File: config.mk
export PLATFORM = sky130hd
export DESIGN_NAME = hmmfwd_ram
export DESIGN_NICKNAME = d
export VERILOG_FILES = /design/src/rtl/assert_macros.svh /design/src/rtl/hmmfwd_ram.sv
export SDC_FILE = /design/constraint.sdc
export NUM_CORES = 2
export LEC_CHECK = 0
export BUFFER_PORTS_ARGS = -buffer_cell sky130_fd_sc_hd__buf_2
export CELL_PAD_IN_SITES_DETAIL_PLACEMENT = 0
export CELL_PAD_IN_SITES_GLOBAL_PLACEMENT = 1
export CORE_AREA = 2 2 589 884
export DETAILED_ROUTE_END_ITERATION = 6
export DIE_AREA = 0 0 591 886
export PLACE_DENSITY_LB_ADDON = 0.1
export SLEW_MARGIN = 20
export SYNTH_ARGS = -nofsm -noshare
export SYNTH_HDL_FRONTEND = slang
export SYNTH_MEMORY_MAX_BITS = 65536
export SYNTH_SLANG_ARGS = --single-unit
File: constraint.sdc
create_clock -name clk -period 3.6 [get_ports clk]
set_clock_uncertainty 0.05 [all_clocks]
set_input_delay 0.72 -clock clk [delete_from_list [all_inputs] [get_ports clk]]
set_output_delay 0.72 -clock clk [all_outputs]
set_load 0.005 [all_outputs]
File: src/rtl/assert_macros.svh
// assertion helpers for the rtl of this project
`ifndef ASSERT_MACROS_SVH
`define ASSERT_MACROS_SVH

// property that must hold at every clock edge out of reset
`define ASSERT_ALWAYS(label, clk, rst, prop, msg) \
  label: assert property (@(posedge clk) disable iff (rst) (prop)) else $error(msg);

// non-overlapping implication from ante to cons
`define ASSERT_NEXT(label, clk, rst, ante, cons, msg) \
  label: assert property (@(posedge clk) disable iff (rst) (ante) |=> (cons)) else $error(msg);

`endif

File: src/rtl/hmmfwd_ram.sv
// ----------------------------------------------------------------------------
// hmmfwd_ram
// generic single-port-write ram with a registered read port
// ----------------------------------------------------------------------------
`default_nettype none
module hmmfwd_ram #(
  parameter int unsigned WIDTH = 17,
  parameter int unsigned DEPTH = 256
) (
  input  wire logic                     clk,
  input  wire logic                     we,
  input  wire logic [$clog2(DEPTH)-1:0] waddr,
  input  wire logic [WIDTH-1:0]         wdata,
  input  wire logic [$clog2(DEPTH)-1:0] raddr,
  output logic      [WIDTH-1:0]         rdata
);
  logic [WIDTH-1:0] mem [DEPTH];

  always_ff @(posedge clk) begin
    if (we) begin
      mem[waddr] <= wdata;
    end
    rdata <= mem[raddr];
  end
endmodule
`default_nettype wire

# [Word level (Yosys, flattened, before mapping)]
# Memory sizes are Yosys's and may differ from the RTL's. A register that Yosys moved wholly into a read port is not among the register bits.
# Cells that the tools add are included.
[totals] reg_bits=0 ramBits=4352 in_bits=35 elab_cells=3 memories=1
[op_classes] muxes=2
[memory_table] name="mem" depth=256 width=17 read_ports=1 rd_clocked_by_memory_dff=1 write_ports=1 line_no="hmmfwd_ram.sv:17" text="logic [WIDTH-1:0] mem [DEPTH];"
[ops] operator="two-way mux 1 bit" n=2

# [Longest topological paths before layout]
[logic_depth] depth_word=2 ltp_mapped=13 depth_no_buf=7

# [Least setup slack after synthesis]
# Ideal clock, no wire load.
[synth_timing] path_type="input to register" startpoint="in waddr[3]" endpoint="mem mem[235][0] (enable)" setup_ps=391 arrival_ps=2538 required_ps=3159 setup_slack_ps=622 stages=6 n_path_buf=3 cell_sequence="clkbuf_1 > nor2b_1 > clkbuf_1 > nand4_1 > clkbuf_1 > nor2_1"
[synth_rtl] item="start, declared" line_no="hmmfwd_ram.sv:12" text="input wire logic [$clog2(DEPTH)-1:0] waddr,"
[synth_rtl] item="end, declared" line_no="hmmfwd_ram.sv:17"
# Straight into the memory's write port.

==> out/metrics.yaml <==
drt:
  drtPass1Iterations: 7
  vias: 84800
  drt_wl_total_um: 564000
  avgRoutedWirePerCell_um: 34.7
  drtIter0Drc: 8068
  drc: 0
  vias_per_cell: 5.22
  ant_nets: 0
floorplan:
  dieArea_mm2: 0.524
  die_h_um: 886
  die_width_um: 591
  num_rows: 324
  ios: 52
  start_util_pct: 32.8
  core_area_mm2: 0.517
sta:
  rsz0062_at_grt: "false"
  slew_headroom_pct: 17.0
  tns_ns: 0
  tightest_slew_ns: 1.25
  min_period_ns: 3.56
  setup_violations: 0
  finalCritPeriodShare_pct: 98.8
  hold_viol: 0
  drv_slew: 0
  fmax_mhz: 281
clocking:
  clockBufferDepth: 4
  numCtsBuffers: 434
  insertion_delay_ns: 1.06
  cts_tree: "built"
  h-tree-depth: 5
  path_clk_slew_ns: 0.06
  cts.sinks: 4369
  cts_setup_buffers: 0
  cts_root_buffer: "clkbuf_16"
critical_path:
  cp_max_fo: 21
  worstSetupPathType: "in -> reg"
  startpoint: "raddr[0]"
  cp.arrival_ns: 4.44
  required_ns: 4.48
  crit_path_end_kind: "flop"
  r2r_start: "mem[105][5]"
  start_kind: "input port"
grt:
  grt_start_max_net_pins: 109
  grt_pass1_wl_um: 767000
  grt_pass1_vias: 88600
  grt-ovfl-total: 0
  grtUsageTotal_pct: 21.3
  antenna_found_initial: 32
power:
  leakagePower_nw: 64.5
  ir_drop_v: 0.000416
  power_mw: 108
  pwr_density_cell_mw_per_mm2: 537
yosys:
  synthTopCellsByArea: "edfxtp_1, mux4_2, mux2i_1"
  synth_top_area_share_pct: 77.0
  synth-main-ff-cell: "edfxtp_1"
  synth_area_mm2: 0.170
  async_flop_share_pct: 0
  synth_cells: 7797
  ys_seq_area_share_pct: 77.2
  synth_edf_count: 4352
  syn_avg_cell_area_um2: 21.8
  synth-seq-cells: 4369
  synth.distinct_cells: 74
  synth_nets: 7832
  yosysTopAreaCell: "edfxtp_1"
  ys.warnings.count: 0
placement:
  portBuffers: 51
  gp_congestion: 0.886
  dp_hpwl_um: 367000
finish:
  area_delta_synth_final_pct: 18.4
  finish.net_count: 9028
  drive_gt1_share_pct: 32.4
  final_core_util_pct: 38.9
min_path:
  hold_path.class: "in -> reg"
  hold_start: "wdata[13]"
flow_run:
  drv_cap: 0
outcome:
  status: "completed"
metal layers:
layer,track usage (%),up-vias,share of wire [%]
li1,-,35400,-
met1,26.0,46700,39
met2,38.8,2012,53
met3,2.35,622,3.7
met4,7.30,4,3.8
met5,0,-,0.0057
path summary, 6_finish.rpt:
path	end	slack, ns	depth (start not counted)
worst max register to register	rdata[5]	0.32	9
worst max-delay path	rdata[4]	0.04	11
worst min-delay path	mem[187][13]	0.07	1
worst min register to register	rdata[0]	1.09	5
registers in the layout (all words and copies together) (netlist names):
| register | flops |
|---|---|
| mem | 4352 |
| rdata | 17 |
final cells by class:
class / count / area, µm²
Timing Repair Buffer: 1226 / 11500
Inverter: 5 / 32.5
Antenna cell: 58 / 145
Multi-Input combinational cell: 2957 / 35800
Tap cell: 6846 / 8570
Sequential cell: 4369 / 131000
Clock buffer: 527 / 11400
Fill cell: 46500 / 316000
Clock inverter: 273 / 2400
critical path: stages:
cell and delay, ns:
buf_12 0.20, buf_12 0.25, buf_12 0.24, buf_4 0.32, mux2i_1 0.13, o22ai_1 0.41
o31ai_1 0.36, nor4_4 0.76, buf_4 0.22, nand4_1 0.34, a311oi_1 0.32
cells by family (layout without fill, tap and decap cells):
logic type             count (synthesis)  in the layout  synth area share (%)
multiplexers                        1472           1472                  15.8
buffers and inverters                471           2031                  2.14
flip-flops                          4369           4369                  77.2
AO/OA/AOI/OAI                        649            649                  2.71
AND/OR/NAND/NOR                      836            836                  2.19
other                                  0             58                     0
power by group:
group | switching (mW) | leakage [nW] | internal [mW]
registers | 0.178 | 39.3 | 56.1
logic | 4.14 | 18.4 | 2.44
clock network | 19.8 | 6.80 | 25.4
total | 24.1 | 64.5 | 83.9
repair_timing:
action / 4_1_cts / 5_1_grt
hold endpoints to repair: 36 / 0
endpoints found under the setup margin: 2 / 1
hold buffers: 2 / 0
resized for setup: 2 / 1
layout by cell type (no fill, tap or decap), types with 15 or more instances in the layout:
cell and n:
buf_4 998, clkbuf_16 442, o21ai_0 42, nor2_1 105
mux2_2 20, buf_2 30, clkinv_1 104, mux2i_1 509
a21oi_1 108, nor3_1 109, o22ai_1 185, nand4_1 21
buf_8 20, nand2_1 215, buf_12 175, a211oi_1 15
a22oi_1 33, mux4_2 897, dfxtp_1 17, diode_2 58
bufinv_16 39, nor2_2 225, nand3_1 56, clkinv_2 95
mux4_1 46, clkbuf_1 78, o221ai_1 134, edfxtp_1 4352
metrics by stage:
| step | setup slack [ns] | cell area, µm² | hold WS (ns) | cells |
|---|---|---|---|---|
| floorplan | 0.622 | 170000 | 0.769 | 7797 |
| global placement | -1.80 | 187000 | 1.04 | 15400 |
| detailed placement | -1.30 | 187000 | 1.05 | 15400 |
| CTS | 0.0501 | 201000 | 0.000748 | 16200 |
| global route | 0.103 | 201000 | 0.0423 | 16200 |
| finish | 0.0419 | 201000 | 0.0661 | 16300 |
Yosys cell counts (21+ instances only):
cell      count
a22oi_1      33
buf_6        57
mux2i_1     509
a21oi_1     108
buf_4        37
o221ai_1    134
mux4_2      897
buf_2        95
o21ai_0      42
mux4_1       46
o22ai_1     186
buf_1        38
nor3_1      109
clkbuf_1    150
edfxtp_1   4352
nand2_1     216
nand4_1      21
nand3_1      65
buf_12       44
nor2_1      333
buf_8        30
No activity file was read; power rests on OpenSTA's default activity.
